File: config.mk
export PLATFORM = sky130hd
export DESIGN_NAME = source_text_tokenizer_flat
export DESIGN_NICKNAME = d
export VERILOG_FILES = /design/src/sv/stt_pkg.sv /design/src/sv/stt_in_if.sv /design/src/sv/stt_out_if.sv /design/src/sv/source_text_tokenizer.sv /design/src/sv/stt_queue.sv /design/src/sv/stt_scan.sv /design/src/flat_wrapper.sv
export SDC_FILE = /design/constraint.sdc
export NUM_CORES = 1
export LEC_CHECK = 0
export BUFFER_PORTS_ARGS = -buffer_cell sky130_fd_sc_hd__buf_4
export CAP_MARGIN = 20
export CORE_MARGIN = 3
export CORE_UTILIZATION = 55
export CTS_CLUSTER_DIAMETER = 100
export DETAILED_ROUTE_END_ITERATION = 10
export PLACE_DENSITY = 0.74
export SLEW_MARGIN = 20
export SYNTH_ARGS = -nofsm -noshare
export SYNTH_HDL_FRONTEND = slang
export SYNTH_SLANG_ARGS = --single-unit
export TNS_END_PERCENT = 1
File: constraint.sdc
create_clock -name clk -period 5.57 [get_ports clk]
set_clock_uncertainty 0.1 [all_clocks]
set_input_delay 0.557 -clock clk [delete_from_list [all_inputs] [get_ports clk]]
set_output_delay 0.557 -clock clk [all_outputs]
set_load 0.05 [all_outputs]
File: src/sv/stt_pkg.sv
package stt_pkg;

  localparam int OFFSET_BITS = 32;
  localparam int LINE_BITS = 20;
  localparam int COLUMN_BITS = 16;
  localparam int LEN_BITS = 16;

  localparam logic [LINE_BITS-1:0] LINE_MAX = '1;
  localparam logic [COLUMN_BITS-1:0] COL_MAX = '1;

  typedef enum logic [3:0] {
    K_END    = 4'd0,
    K_LPAREN = 4'd1,
    K_RPAREN = 4'd2,
    K_LBRACE = 4'd3,
    K_RBRACE = 4'd4,
    K_COMMA  = 4'd5,
    K_STRING = 4'd6,
    K_INT    = 4'd7,
    K_IDENT  = 4'd8,
    K_BAD    = 4'd9,
    K_OPEN   = 4'd10
  } kind_t;

  typedef struct packed {
    logic [7:0] ch;
    logic       is_end;
  } in_item_t;

  typedef struct packed {
    logic [3:0]             kind;
    logic [LINE_BITS-1:0]   start_line;
    logic [COLUMN_BITS-1:0] start_col;
    logic [LINE_BITS-1:0]   end_line;
    logic [COLUMN_BITS-1:0] end_col;
    logic [OFFSET_BITS-1:0] text_offset;
    logic [LEN_BITS-1:0]    text_length;
    logic [7:0]             bad_byte;
    logic                   last;
  } tok_t;

  localparam int QUEUE_DEPTH = 4;
  localparam int QUEUE_AW = $clog2(QUEUE_DEPTH);

endpackage

File: src/sv/stt_in_if.sv
interface stt_in_if;
  import stt_pkg::*;
  logic       valid;
  logic       ready;
  logic [7:0] ch;
  logic       is_end;
  modport source(output valid, ch, is_end, input ready);
  modport sink(input valid, ch, is_end, output ready);
endinterface

File: src/sv/stt_out_if.sv
interface stt_out_if;
  import stt_pkg::*;
  logic                   valid;
  logic                   ready;
  logic [3:0]             kind;
  logic [LINE_BITS-1:0]   start_line;
  logic [COLUMN_BITS-1:0] start_col;
  logic [LINE_BITS-1:0]   end_line;
  logic [COLUMN_BITS-1:0] end_col;
  logic [OFFSET_BITS-1:0] text_offset;
  logic [LEN_BITS-1:0]    text_length;
  logic [7:0]             bad_byte;
  logic                   last;
  modport source(output valid, kind, start_line, start_col, end_line, end_col,
                 text_offset, text_length, bad_byte, last, input ready);
  modport sink(input valid, kind, start_line, start_col, end_line, end_col,
               text_offset, text_length, bad_byte, last, output ready);
endinterface

File: src/sv/source_text_tokenizer.sv
// Source text tokenizer.
// in (stt_in_if sink): one source byte per transfer in ch, or an end-of-text
//   marker with is_end high. A transfer completes when valid and ready are high.
// out (stt_out_if source): one token per transfer with kind, start and end
//   position, text offset and length, the offending byte for bad char, and
//   last high on the final token caused by an input.
// Bytes pass a four-entry queue into the scanner, which takes one byte per
//   cycle unless held; the closing byte is queued, then the token registered.
// One byte per cycle is sustained while tokens are taken; an input that gives
//   two tokens holds the scanner while the second leaves.
// When the receiver stalls the output register and queue hold, and in.ready
//   falls once the queue is full.
// After a bad char, open string or end token the block discards all further
//   input until reset.
// Reset (rst, synchronous) empties the queue, drops any pending token and
//   returns to line 1, column 1, offset 0.
module source_text_tokenizer (
  input logic clk,
  input logic rst,
  stt_in_if.sink in,
  stt_out_if.source out
);
  import stt_pkg::*;

  in_item_t wr_data, q_data;
  logic q_valid, q_ready, stopped;
  tok_t tok;

  assign wr_data.ch = in.ch;
  assign wr_data.is_end = in.is_end;

  stt_queue u_queue (
    .clk(clk), .rst(rst),
    .wr_valid(in.valid), .wr_ready(in.ready), .wr_data(wr_data),
    .rd_valid(q_valid), .rd_ready(q_ready), .rd_data(q_data)
  );

  stt_scan u_scan (
    .clk(clk), .rst(rst),
    .in_valid(q_valid), .in_ready(q_ready), .in_data(q_data),
    .out_valid(out.valid), .out_ready(out.ready), .out_data(tok),
    .stopped(stopped)
  );

  assign out.kind = tok.kind;
  assign out.start_line = tok.start_line;
  assign out.start_col = tok.start_col;
  assign out.end_line = tok.end_line;
  assign out.end_col = tok.end_col;
  assign out.text_offset = tok.text_offset;
  assign out.text_length = tok.text_length;
  assign out.bad_byte = tok.bad_byte;
  assign out.last = tok.last;

  a_bad_stops: assert property (@(posedge clk) disable iff (rst)
    out.valid && out.ready && out.last &&
    (out.kind == K_BAD || out.kind == K_OPEN || out.kind == K_END) |=> stopped)
    else $error("terminal token did not stop scanner");

  a_stop_sticky: assert property (@(posedge clk) disable iff (rst)
    stopped |=> stopped)
    else $error("stop flag cleared without reset");

  a_bad_byte_zero: assert property (@(posedge clk) disable iff (rst)
    out.valid && out.kind != K_BAD |-> out.bad_byte == 8'd0)
    else $error("bad_byte set on non-error token");

endmodule

File: src/sv/stt_queue.sv
module stt_queue (
  input  logic              clk,
  input  logic              rst,
  input  logic              wr_valid,
  output logic              wr_ready,
  input  stt_pkg::in_item_t wr_data,
  output logic              rd_valid,
  input  logic              rd_ready,
  output stt_pkg::in_item_t rd_data
);
  import stt_pkg::*;

  in_item_t mem [QUEUE_DEPTH];
  logic [QUEUE_AW-1:0] wp;
  logic [QUEUE_AW-1:0] rp;
  logic [QUEUE_AW:0] count;
  logic wr;
  logic rd;

  assign wr_ready = count != (QUEUE_AW+1)'(QUEUE_DEPTH);
  assign rd_valid = count != '0;
  assign rd_data = mem[rp];
  assign wr = wr_valid && wr_ready;
  assign rd = rd_valid && rd_ready;

  always_ff @(posedge clk) begin
    if (wr) begin
      mem[wp] <= wr_data;
    end
    if (rst) begin
      wp <= '0;
      rp <= '0;
      count <= '0;
    end else begin
      if (wr) wp <= wp + 1'b1;
      if (rd) rp <= rp + 1'b1;
      count <= count + (QUEUE_AW+1)'(wr) - (QUEUE_AW+1)'(rd);
    end
  end

endmodule

File: src/sv/stt_scan.sv
module stt_scan (
  input  logic              clk,
  input  logic              rst,
  input  logic              in_valid,
  output logic              in_ready,
  input  stt_pkg::in_item_t in_data,
  output logic              out_valid,
  input  logic              out_ready,
  output stt_pkg::tok_t     out_data,
  output logic              stopped
);
  import stt_pkg::*;

  typedef enum logic [2:0] {
    M_IDLE, M_SLASH, M_LINE, M_BLOCK, M_BSTAR, M_STRING, M_INT, M_IDENT
  } mode_t;

  mode_t mode, mode_next;
  logic [1:0] nlp, nlp_next;
  logic [7:0] prev;
  logic [LINE_BITS-1:0] line, line_next, sline, sline_next;
  logic [COLUMN_BITS-1:0] col, col_next, scol, scol_next;
  logic [OFFSET_BITS-1:0] offs, soff, soff_next;
  logic stop_next;

  tok_t hold;
  logic hold_valid;
  tok_t t0, t1;
  logic n0, n1;
  logic take;
  logic [7:0] c;
  logic idle_path;
  logic [OFFSET_BITS-1:0] diff;
  logic [LEN_BITS-1:0] tlen;
  logic is_dig, is_alp, is_nl, is_ws;
  logic [3:0] pk;
  logic [LINE_BITS-1:0] line_inc;
  logic [COLUMN_BITS-1:0] col_inc;

  assign c = in_data.ch;
  assign is_dig = c >= "0" && c <= "9";
  assign is_alp = (c >= "a" && c <= "z") || (c >= "A" && c <= "Z");
  assign is_nl = c == 8'h0D || c == 8'h0A;
  assign is_ws = c == 8'h20 || c == 8'h09 || c == 8'h0B || c == 8'h0C;
  assign line_inc = (line < LINE_MAX) ? line + 1'b1 : line;
  assign col_inc = (col < COL_MAX) ? col + 1'b1 : col;
  assign diff = offs - soff;
  assign tlen = (diff > OFFSET_BITS'(16'hFFFF)) ? LEN_BITS'(16'hFFFF) : diff[LEN_BITS-1:0];

  assign in_ready = !hold_valid && (!out_valid || out_ready);
  assign take = in_valid && in_ready;

  always_comb begin
    case (c)
      "(": pk = K_LPAREN;
      ")": pk = K_RPAREN;
      "{": pk = K_LBRACE;
      "}": pk = K_RBRACE;
      ",": pk = K_COMMA;
      default: pk = K_END;
    endcase
  end

  always_comb begin
    mode_next = mode;
    nlp_next = 2'd0;
    line_next = line;
    col_next = col;
    sline_next = sline;
    scol_next = scol;
    soff_next = soff;
    stop_next = stopped;
    n0 = 1'b0;
    n1 = 1'b0;
    t0 = '0;
    t1 = '0;
    idle_path = 1'b0;
    t0.start_line = sline;
    t0.start_col = scol;
    t0.end_line = line;
    t0.end_col = col;
    t0.text_offset = soff;
    t0.text_length = tlen;
    if (in_data.is_end) begin
      case (mode)
        M_SLASH: begin
          n0 = 1'b1; t0.kind = K_BAD; t0.text_length = '0; t0.bad_byte = "/";
        end
        M_STRING: begin
          n0 = 1'b1; t0.kind = K_OPEN;
        end
        default: begin
          n0 = mode == M_INT || mode == M_IDENT;
          t0.kind = (mode == M_INT) ? K_INT : K_IDENT;
          n1 = 1'b1;
          t1.kind = K_END;
          t1.start_line = line;
          t1.start_col = col;
          t1.end_line = line;
          t1.end_col = col;
          t1.text_offset = offs;
          sline_next = line;
          scol_next = col;
          soff_next = offs;
        end
      endcase
      stop_next = 1'b1;
    end else if ((nlp == 2'd1 && c == 8'h0A) || (nlp == 2'd2 && c == 8'h0D)) begin
      nlp_next = 2'd0;
    end else begin
      case (mode)
        M_IDLE: idle_path = 1'b1;
        M_SLASH: begin
          if (c == "/" || c == "*") begin
            col_next = col_inc;
            mode_next = (c == "/") ? M_LINE : M_BLOCK;
          end else begin
            stop_next = 1'b1;
            n0 = 1'b1; t0.kind = K_BAD; t0.text_length = '0; t0.bad_byte = "/";
          end
        end
        M_LINE: begin
          if (is_nl) mode_next = M_IDLE;
          else col_next = col_inc;
        end
        M_BLOCK, M_BSTAR: begin
          if (is_nl) mode_next = M_BLOCK;
          else begin
            col_next = col_inc;
            if (c == "/" && mode == M_BSTAR) mode_next = M_IDLE;
            else mode_next = (c == "*") ? M_BSTAR : M_BLOCK;
          end
        end
        M_STRING: begin
          if (!is_nl) begin
            col_next = col_inc;
            if (c == 8'h22 && prev != 8'h5C) begin
              mode_next = M_IDLE;
              n0 = 1'b1; t0.kind = K_STRING; t0.end_col = col_inc;
            end
          end
        end
        default: begin
          if (is_dig || (mode == M_IDENT && is_alp)) col_next = col_inc;
          else begin
            n0 = 1'b1;
            t0.kind = (mode == M_INT) ? K_INT : K_IDENT;
            mode_next = M_IDLE;
            idle_path = 1'b1;
          end
        end
      endcase
      if (is_nl && mode != M_SLASH && !idle_path &&
          (mode == M_LINE || mode == M_BLOCK || mode == M_BSTAR || mode == M_STRING)) begin
        line_next = line_inc;
        col_next = COLUMN_BITS'(1);
        nlp_next = (c == 8'h0D) ? 2'd1 : 2'd2;
      end
      if (idle_path) begin
        if (is_nl) begin
          line_next = line_inc;
          col_next = COLUMN_BITS'(1);
          nlp_next = (c == 8'h0D) ? 2'd1 : 2'd2;
        end else if (is_ws) begin
          col_next = col_inc;
        end else begin
          col_next = col_inc;
          sline_next = line;
          scol_next = col;
          soff_next = offs;
          t1.start_line = line;
          t1.start_col = col;
          t1.end_line = line;
          t1.end_col = col_inc;
          t1.text_offset = offs;
          if (pk != K_END) begin
            n1 = 1'b1; t1.kind = pk;
          end else if (c == "/") mode_next = M_SLASH;
          else if (c == 8'h22) begin
            mode_next = M_STRING; soff_next = offs + 1'b1;
          end else if (is_dig) mode_next = M_INT;
          else if (is_alp) mode_next = M_IDENT;
          else begin
            n1 = 1'b1; t1.kind = K_BAD; t1.bad_byte = c; stop_next = 1'b1;
          end
        end
      end
    end
    if (!n0) t0 = t1;
    t0.last = !(n0 && n1);
    t1.last = 1'b1;
  end

  always_ff @(posedge clk) begin
    if (take && !stopped) begin
      out_data <= t0;
      hold <= t1;
    end else if (out_valid && out_ready && hold_valid) begin
      out_data <= hold;
    end
    if (rst) begin
      mode <= M_IDLE;
      nlp <= 2'd0;
      prev <= '0;
      line <= LINE_BITS'(1);
      col <= COLUMN_BITS'(1);
      sline <= LINE_BITS'(1);
      scol <= COLUMN_BITS'(1);
      offs <= '0;
      soff <= '0;
      stopped <= 1'b0;
      out_valid <= 1'b0;
      hold_valid <= 1'b0;
    end else begin
      if (out_valid && out_ready) out_valid <= 1'b0;
      if (out_valid && out_ready && hold_valid) begin
        out_valid <= 1'b1;
        hold_valid <= 1'b0;
      end
      if (take && !stopped) begin
        mode <= mode_next;
        nlp <= nlp_next;
        line <= line_next;
        col <= col_next;
        sline <= sline_next;
        scol <= scol_next;
        soff <= soff_next;
        stopped <= stop_next;
        if (!in_data.is_end) begin
          prev <= c;
          offs <= offs + 1'b1;
        end
        out_valid <= n0 || n1;
        hold_valid <= n0 && n1;
      end
    end
  end

endmodule
File: src/flat_wrapper.sv
// flat-port wrapper written by rule: the top's interface ports become plain ports
module source_text_tokenizer_flat import stt_pkg::*;
  (clk, rst, in_valid, in_ch, in_is_end, in_ready, out_valid, out_kind, out_start_line, out_start_col, out_end_line, out_end_col, out_text_offset, out_text_length, out_bad_byte, out_last, out_ready);
  stt_in_if in_i ();
  stt_out_if out_i ();
  input logic clk;
  input logic rst;
  input wire logic [$bits(in_i.valid)-1:0] in_valid;
  input wire logic [$bits(in_i.ch)-1:0] in_ch;
  input wire logic [$bits(in_i.is_end)-1:0] in_is_end;
  output wire logic [$bits(in_i.ready)-1:0] in_ready;
  output wire logic [$bits(out_i.valid)-1:0] out_valid;
  output wire logic [$bits(out_i.kind)-1:0] out_kind;
  output wire logic [$bits(out_i.start_line)-1:0] out_start_line;
  output wire logic [$bits(out_i.start_col)-1:0] out_start_col;
  output wire logic [$bits(out_i.end_line)-1:0] out_end_line;
  output wire logic [$bits(out_i.end_col)-1:0] out_end_col;
  output wire logic [$bits(out_i.text_offset)-1:0] out_text_offset;
  output wire logic [$bits(out_i.text_length)-1:0] out_text_length;
  output wire logic [$bits(out_i.bad_byte)-1:0] out_bad_byte;
  output wire logic [$bits(out_i.last)-1:0] out_last;
  input wire logic [$bits(out_i.ready)-1:0] out_ready;
  assign in_i.valid = in_valid;
  assign in_i.ch = in_ch;
  assign in_i.is_end = in_is_end;
  assign in_ready = in_i.ready;
  assign out_valid = out_i.valid;
  assign out_kind = out_i.kind;
  assign out_start_line = out_i.start_line;
  assign out_start_col = out_i.start_col;
  assign out_end_line = out_i.end_line;
  assign out_end_col = out_i.end_col;
  assign out_text_offset = out_i.text_offset;
  assign out_text_length = out_i.text_length;
  assign out_bad_byte = out_i.bad_byte;
  assign out_last = out_i.last;
  assign out_i.ready = out_ready;
  source_text_tokenizer u_core (.clk(clk), .rst(rst), .in(in_i), .out(out_i));
endmodule
; After elaboration in Yosys (flattened, before gate mapping)
; Memories as Yosys holds them, arrays and structs flattened. A register that Yosys moved wholly into a read port is not among the register bits.
; Index checks and enable logic that the tools add are counted.
[word_totals]
in_bits = 13
ramBits = 36
ff_bits = 408
output_inout_bits = 135
wordCells = 283
memories = 1
[op_classes]
n_reduce_logical = 54
n_bitwise = 2
addsub = 8
mux = 145
eq_ne = 33
magnitude_cmp = 9
[memory_table]
columns = memory, depth, word_bits, rd, rd_clocked_by_memory_dff, write_ports, line_no
row1 = u_core.u_queue.mem, 4, 9, 1, 1, 1, stt_queue.sv:13  ; in_item_t mem [QUEUE_DEPTH];
[ops]
columns = op, count
row1 = $mux 108, 5
row2 = $mux 133, 3
row3 = $mux 16, 19
row4 = $mux 32, 9
row5 = $mux 20, 10
row6 = $mux 24, 5
row7 = $mux 104, 1
row8 = $mux 8, 10
row9 = $eq 8x6->1 const B, 7
row10 = $mux 3, 18
row11 = $pmux 16 s3, 1
row12 = $eq 8x4->1 const B, 5
row13 = $mux 1, 40
row14 = $mux 4, 10
row15 = $add 32x1->32 const B, 1
row16 = $gt 32x16->1 const B, 1
row17 = $sub 32x32->32, 1
row18 = $pmux 3 s5, 2
row19 = $add 20x1->20 const B, 1
row20 = $lt 20x20->1 const B, 1
row21 = $logic_and 1x1->1, 18
row22 = $add 16x1->16 const B, 1
row23 = $eq 8x7->1 const B, 2
row24 = $ge 8x7->1 const B, 2
row25 = other kinds (38), 78

; Longest topological paths before layout
; Gate-level depths: netlist of the first run.
[depth]
ltp_word = 17
mapped_depth = 14
mapped_depth_nobuf = 12

; Hierarchy
; A second synthesis of the first run with hierarchy kept.
[hier_totals]
cells_unflattened = 2205
area_unflattened_um2 = 21122.8
[by_module_without_submodules]
columns = module, seq_area_each_um2, area_per_inst_um2, cells_each, n_inst
row1 = stt_scan, 9919.5, 19332.3, 2109, 1
row2 = stt_queue, 1261.2, 1790.5, 96, 1

; Worst setup path before layout of the first run
; Ideal clock, no wire load.
[synth_path]
kind = flip-flop to flip-flop
from = register u_core.u_scan.out_valid
to = register u_core.u_scan.out_data[0] (netlist name), enable pin
required_time_ns = 4.322
stages_incl_launch_ff = 7
path_slack_ns = 0.270
setup_ns = 1.148
n_path_buf = 3
period_less_slack_ns = 5.300
arrival_ns = 4.052
cell_sequence = dfxtp_1 nor2b_1 or4_1 clkbuf_1 clkbuf_1 clkbuf_1 nand2_1
[synth_between]
elab_chain_cells = 6
elab_cells_between_ends = 8
cone_classes = reduce/logical: 8
[synth_rtl]
columns = element, line_no
row1 = from (decl), stt_scan.sv:7  ; output logic out_valid,
row2 = from (signal assigned), stt_scan.sv:233  ; out_valid <= n0 || n1;
row3 = $logic_not 1->1, stt_scan.sv:50  ; assign in_ready = !hold_valid && (!out_valid || out_ready);
row4 = $logic_or 1x1->1, stt_scan.sv:50
row5 = $logic_and 1x1->1, stt_scan.sv:50
row6 = $logic_and 1x1->1, stt_scan.sv:51  ; assign take = in_valid && in_ready;
row7 = $logic_and 1x1->1, stt_scan.sv:195  ; if (take && !stopped) begin
row8 = $reduce_bool 2->1 (no line) (*), n/a
row9 = to (signal assigned), stt_scan.sv:196  ; out_data <= t0;
row10 = to (signal assigned), stt_scan.sv:199  ; out_data <= hold;
row11 = to (decl), stt_scan.sv:9  ; output stt_pkg::tok_t out_data,
; Every way passes the cells marked *; elsewhere a longest branch is shown, timed or not.
; A chain may end at the register's enable or synchronous reset.

==> flow_summary_export.csv, run 1 <==
group,metric,value,unit
cts,cts_tree,"built",
synth,syn_area_per_cell,9.51,µm²
floorplan,fp-row-count,71,
pwr,vdd_drop_max,0.426,mV
worst_setup_path,criticalPathCategory,"reg -> reg",
sta,setup_violations,0,
pwr,finalPower,17100,µW
place,gp_congestion,0.900,
cts,post_cts_buffers,0,
floorplan,fp.coreArea,37900,µm²
place,dpl_cell_area,22700,µm²
cts,post_cts_resize_count,0,
synth,synth_edf_count,265,
synth,async_reset_ff_share,0,%
global_route,grt_pass1_wl,88300,µm
sta,rsz0062_at_grt,"no",
final_layout,finalNetCount,2367,
sta,fmax,219,MHz
sta,tns,0,ns
final_layout,seqCellArea,11200,µm²
cts,numClockSinks,426,
global_route,grt_pass1_vias,16516,
global_route,grtUsageTotal,26.5,%
pwr,power_density,707,nW/µm²
sta,finalCritPeriodShare,81.9,%
outcome,status,"finished clean",
synth,ys_ff_latch,426,
synth,synth_cells,2243,
synth,yosysUniqueCellTypes,83,
global_route,grt_max_degree,96,
cts,clk_latency,0.59,ns
synth,yosys.area.top_type,"edfxtp_1",
drt,vias,17179,
global_route,grt_overflow,0,
final_layout,nFillCells,3065,
synth,synth.area.top_cells,"edfxtp_1, dfxtp_1, a21oi_1",
sta,worstMarginPinSlew,0.994,ns
place,dp_hpwl,36200,µm
cts,hold_buffers,0,
worst_setup_path,crit_path_end_kind,"flip-flop",
cts,htreeDepth,2,
worst_setup_path,cp_max_fo,49,
final_layout,antennaDiodeCount,0,
worst_setup_path,r2r_setup_slack,1.01,ns
drt,drt_iter0_markers,1285,
worst_setup_path,cp.arrival,4.89,ns
floorplan,die_h,203,µm
synth,synth_flop_cell,"edfxtp_1",
worst_setup_path,r2r_cells,11,
drt,first_pass_iters,6,
sta,hold_viol,0,
cts,cts.clk_slew.worst_paths,0.06,ns
final_layout,final_layout_size_suffix_gt1_share,12.2,%
drt,routedWlPerCell,19.5,µm
pwr,p_leak,0.00889,µW
sta,max_slew_margin,33.5,%
final_layout,layout_common_cells,"nand2_1, nor2_1, edfxtp_1",
drt,viasPerCell,6.01,
final_layout,layout_commonest_cell,"nand2_1",
synth,yosys_warnings,0,
floorplan,die_x,203,µm
synth,syn_nets,2298,
worst_setup_path,required,5.90,ns
worst_setup_path,crit_path_end,"u_core.u_scan.out_data[118]",
sta,slew_viol_final,0,
final_layout,multi_input_area,9340,µm²
global_route,antenna_found_initial,0,
cts,cts-root-buf,"clkbuf_16",
synth,synth_top_area_share,37.3,%
place,port_buffers,147,
synth,synth_seq_area_share,52.4,%
flow_run,maxCapViolCount,0,
drt,ant_nets,0,
worst_hold_path,hp-class,"in -> reg",
worst_setup_path,r2r-end,"u_core.u_scan.out_data[118]",
worst_setup_path,crit_path_start_kind,"flip-flop",
drt,drc,0,
final_layout,final_util,63.8,%
sta,finalCriticalPeriod,4.56,ns
cts,cts_buffer_depth,3,
synth,synthesis.area,21300,µm²
floorplan,ios,148,
final_layout,fin_area,24200,µm²
final_layout,area_growth,13.4,%
floorplan,initial_core_util,56.2,%
floorplan,die-area,41200,µm²
cts,cts_made_buffers,45,
drt,wl,55700,µm
cell type report:
type / instances / area share, %
clock inverters: 18 / 0.713
multi-input cells: 1607 / 38.6
clock buffers: 66 / 5.36
repair buffers: 172 / 5.54
inverters: 60 / 0.951
well taps: 511 / 2.64
flip-flops and latches: 426 / 46.2
cells in the mapped netlist, drive strengths merged (8+ instances only):
library cell / instances
a211oi: 31
a21o: 17
a21oi: 261
a22o: 29
a31oi: 10
a41oi: 15
and2: 81
and3: 21
buf: 45
clkbuf: 105
dfxtp: 161
edfxtp: 265
ha: 40
inv: 60
mux2i: 13
mux4: 8
nand2: 294
nand2b: 14
nand3: 45
nand4: 29
nor2: 282
nor2b: 8
nor3: 37
nor4: 10
o211ai: 13
o21a: 14
o21ai: 101
o31ai: 15
or2: 11
or3: 22
xnor2: 46
xor2: 48
report_power, final:
part	internal, µW	switching, µW
sequential	4990	506
combinational	2450	6180
clock	1720	1260
metal layers:
metal / vias to the layer above / part of all wire, % / track usage, %
met5: - / 0 / 0
met4: 0 / 2.9 / 9.08
met3: 117 / 6.2 / 4.09
met2: 622 / 47 / 43.0
met1: 8276 / 44 / 36.5
li1: 8164 / - / -
registers in the layout, summed over array words and instances, names as in the netlist, 3 cells and up, named ones only:
signal	cells
u_core.u_queue.mem	36
u_core.u_scan.hold	96
u_core.u_scan.scol	16
u_core.u_scan.sline	20
u_core.u_scan.out_data	133
u_core.u_scan.soff	32
u_core.u_queue.count	3
u_core.u_scan.offs	32
u_core.u_scan.mode	3
u_core.u_scan.prev	8
u_core.u_scan.line	20
u_core.u_scan.col	16
critical path, cell delays in order, from the launching register on:
cell	delay (ns)
dfxtp_1	0.72
mux4_2	0.78
nor4b_1	0.51
o2111ai_2	0.18
buf_4	0.21
nand2_1	0.26
nor3_2	0.14
nor2_4	0.11
buf_4	0.56
buf_4	0.51
nand2_1	0.13
a21oi_1	0.17
cells by family after synthesis:
family | count (synthesis) | share of synthesized area, %
mux | 23 | 1.56
buf+inv | 210 | 4.04
simple gates | 881 | 19.1
flops | 426 | 52.4
compound gates | 567 | 16.5
xor+xnor | 94 | 3.86
fa+ha+maj | 42 | 2.53
stage by stage:
step	worst slack (ns)	instances	hold WS [ns]
after global routing	0.675	2860	0.0588
after detailed placement	1.06	2776	0.347
final	1.01	2860	0.0756
after CTS	1.02	2860	0.0475
after floorplan	0.270	2243	0.331
after global placement	1.20	2776	0.339
how the worst min path moves through the flow:
stage	from	end	slack, ns	cells after the start
after floorplan	u_core.u_scan.prev[5]	u_core.u_scan.prev[5]	0.33	2
after global routing	in_ch[5]	u_core.u_queue.mem[3][6]	0.06	1
after CTS	in_ch[1]	u_core.u_queue.mem[0][2]	0.05	1
after global placement	u_core.u_scan.prev[1]	u_core.u_scan.prev[1]	0.34	2
after detailed placement	u_core.u_scan.scol[14]	u_core.u_scan.scol[14]	0.35	2
final	in_ch[1]	u_core.u_queue.mem[0][2]	0.08	1
Power figures use the tool's default switching activity.
==> run 2: changes to the inputs <==
Settings changed: ABC_AREA set to 1.
Clock period 5.57 ns to 4.6 ns, I/O delays scaled along.
==> run 2 against run 1 <==
Effect of this change:
- largest cell class unchanged
- fmax up 16%
- first-iteration DRC count increased by 26%
- final cell count increased by 15%
- design area increased by 3.6%
==> flow_summary_export.csv, run 2 <==
group,metric,value,unit
outcome,status,"finished clean",
flow_run,maxCapViolCount,0,
worst_setup_path,crit_path_start_kind,"flip-flop",
drt,first_pass_iters,6,
sta,hold_viol,0,
worst_setup_path,cp_max_fo,20,
floorplan,die-area,42600,µm²
synth,synthesis.area,22100,µm²
final_layout,antennaDiodeCount,0,
cts,cts.clk_slew.worst_paths,0.06,ns
worst_setup_path,critical-path-max-stage-delay,0.71,ns
sta,setup_ws,0.661,ns
worst_hold_path,hp-class,"in -> reg",
synth,synth_seq_area_share,50.6,%
final_layout,largest_register,"u_core.u_scan.out_data",
worst_setup_path,worstPathCellList,"inv_2 > nand2_1 > nand3_1 > nand2_1 > nand2_1 > inv_2 > nand2_2 > nor2_1 > nand2_1 > nand2_1 > inv_2 > nand2_4 > nor2_8 > nor2_8 > nand2_1 > nand2_2 > o22ai_2",
cts,numClockSinks,426,
synth,synthTopCellsByCount,"nand2_1, inv_1, edfxtp_1",
synth,synth_edf_count,265,
cts,cts_buffer_depth,3,
cts,cts_made_buffers,45,
sta,finalCritPeriodShare,85.6,%
sta,tns,0,ns
final_layout,largest_register_ff_count,133,
cts,hold_buffers,9,
final_layout,reg_top3,"u_core.u_scan.out_data: 133 flops, u_core.u_scan.hold: 96 flops, u_core.u_queue.mem: 36 flops",
worst_hold_path,worstHoldStart,"out_ready",
cts,cts-root-buf,"clkbuf_16",
synth,ys_ff_latch,426,
synth,syn_nets,2676,
sta,fmax,254,MHz
place,port_buffers,147,
worst_setup_path,crit_top_cell,"nand2_1",
final_layout,finalNetCount,2797,
floorplan,ios,148,
sta,worstMarginPinSlew,1.09,ns
global_route,grt_overflow,0,
synth,synth_cells,2621,
drt,vias,18718,
synth,async_reset_ff_share,0,%
floorplan,die_x,206,µm
worst_setup_path,crit_family,"simple AND/OR/NAND/NOR gates",
synth,synth.area.top_cells,"edfxtp_1, dfxtp_1, nand2_1",
synth,yosysMostFrequentCell,"nand2_1",
cts,post_cts_resize_count,0,
sta,finalCriticalPeriod,3.94,ns
worst_setup_path,cp.arrival,4.13,ns
floorplan,die_h,206,µm
cts,htreeDepth,2,
drt,routedWlPerCell,18.0,µm
synth,synth_top_area_share,36.0,%
final_layout,layout_common_cells,"nand2_1, inv_1, edfxtp_1",
synth,syn_area_per_cell,8.43,µm²
global_route,grtUsageTotal,27.8,%
worst_setup_path,cp.buffers_inverters,3,
cts,clk_latency,0.58,ns
place,gp_congestion,0.938,
drt,drc,0,
drt,drt_iter0_markers,1623,
global_route,antenna_found_initial,0,
sta,rsz0062_at_grt,"no",
global_route,grt_pass1_vias,17808,
floorplan,fp.coreArea,39200,µm²
cts,cts_tree,"built",
floorplan,fp-row-count,72,
synth,synth_flop_cell,"edfxtp_1",
drt,ant_nets,0,
final_layout,layout_commonest_cell,"nand2_1",
final_layout,final_layout_size_suffix_gt1_share,11.7,%
global_route,grt_max_degree,86,
floorplan,initial_core_util,56.4,%
sta,slew_viol_final,0,
synth,yosys_warnings,0,
global_route,grt_pass1_wl,94100,µm
worst_setup_path,slowest_stage,"dfxtp_1",
cts,post_cts_buffers,0,
drt,wl,59200,µm
place,dp_hpwl,41200,µm
worst_setup_path,criticalPathCategory,"reg -> reg",
synth,yosys.area.top_type,"edfxtp_1",
drt,viasPerCell,5.68,
sta,setup_violations,0,
final_layout,area_growth,13.5,%
sta,max_slew_margin,27.6,%
worst_setup_path,crit_path_end_kind,"flip-flop",
synth,yosysUniqueCellTypes,55,
place,pre_cts_ws,0.699,ns
worst_setup_path,required,4.79,ns
[run 2: cell count changes in the layout (fill, tap and decap cells not counted), moves of 34 or more]
cell,change
inv_1,+238
a21oi_1,-67
xnor2_1,-34
nand3_1,+74
o21ai_0,+63
o211ai_1,+61
nand2_1,+371
nor2_1,-54
and2_1,-80
[run 2: final timing paths]
path                                      to  slack, ns  cells past startpoint
setup reg to reg  u_core.u_scan.out_data[75]       0.66                     17
hold reg to reg        u_core.u_scan.col[14]       0.37                      2
setup / recovery  u_core.u_scan.out_data[75]       0.66                     17
hold / removal       u_core.u_scan.out_valid       0.05                      4
[run 2: layout make-up]
cell class | count | area (µm²)
well taps | 518 | 648
clock inverters | 22 | 263
multi-input cells | 1779 | 9170
inverters | 311 | 1170
flip-flops and latches | 426 | 11200
clock buffers | 62 | 1260
repair buffers | 179 | 1380
fillers | 3316 | 14100
[run 2: per-stage QoR]
step                      hold slack [ns]  cell area [µm²]  util, %  instances
after floorplan                     0.336            22100        -       2621
after global placement              0.351            23500     59.9       3204
after detailed placement            0.356            23500     59.9       3204
after CTS                          0.0227            25100     64.0       3297
after global routing               0.0649            25100     64.0       3297
final                              0.0475            25100     64.0       3297
[run 2: routing by layer]
metal  share of wire, %  GRT usage [%]  vias to the layer above
met5                  0              0                        -
met1                 44           38.8                     8800
met3                7.7           4.69                      112
met4                2.7           9.26                        0
li1                   -              -                     9061
met2                 46           44.1                      745
[run 2: logic make-up after synthesis]
family | count (synthesis) | synth area share (%)
simple gates | 1186 | 23.3
compound gates | 486 | 13.1
flops | 426 | 50.6
buf+inv | 416 | 8.02
xor+xnor | 65 | 2.58
fa+ha+maj | 42 | 2.45
[run 2: tightest hold or removal path, cell delays in order]
cell	delay [ns]
buf_4	0.08
inv_1	0.04
nand2_1	0.05
a21oi_1	0.05
Power of run 2 is not shown: default switching activity piles up to over one toggle a cycle in this logic, so the estimate is an artifact.
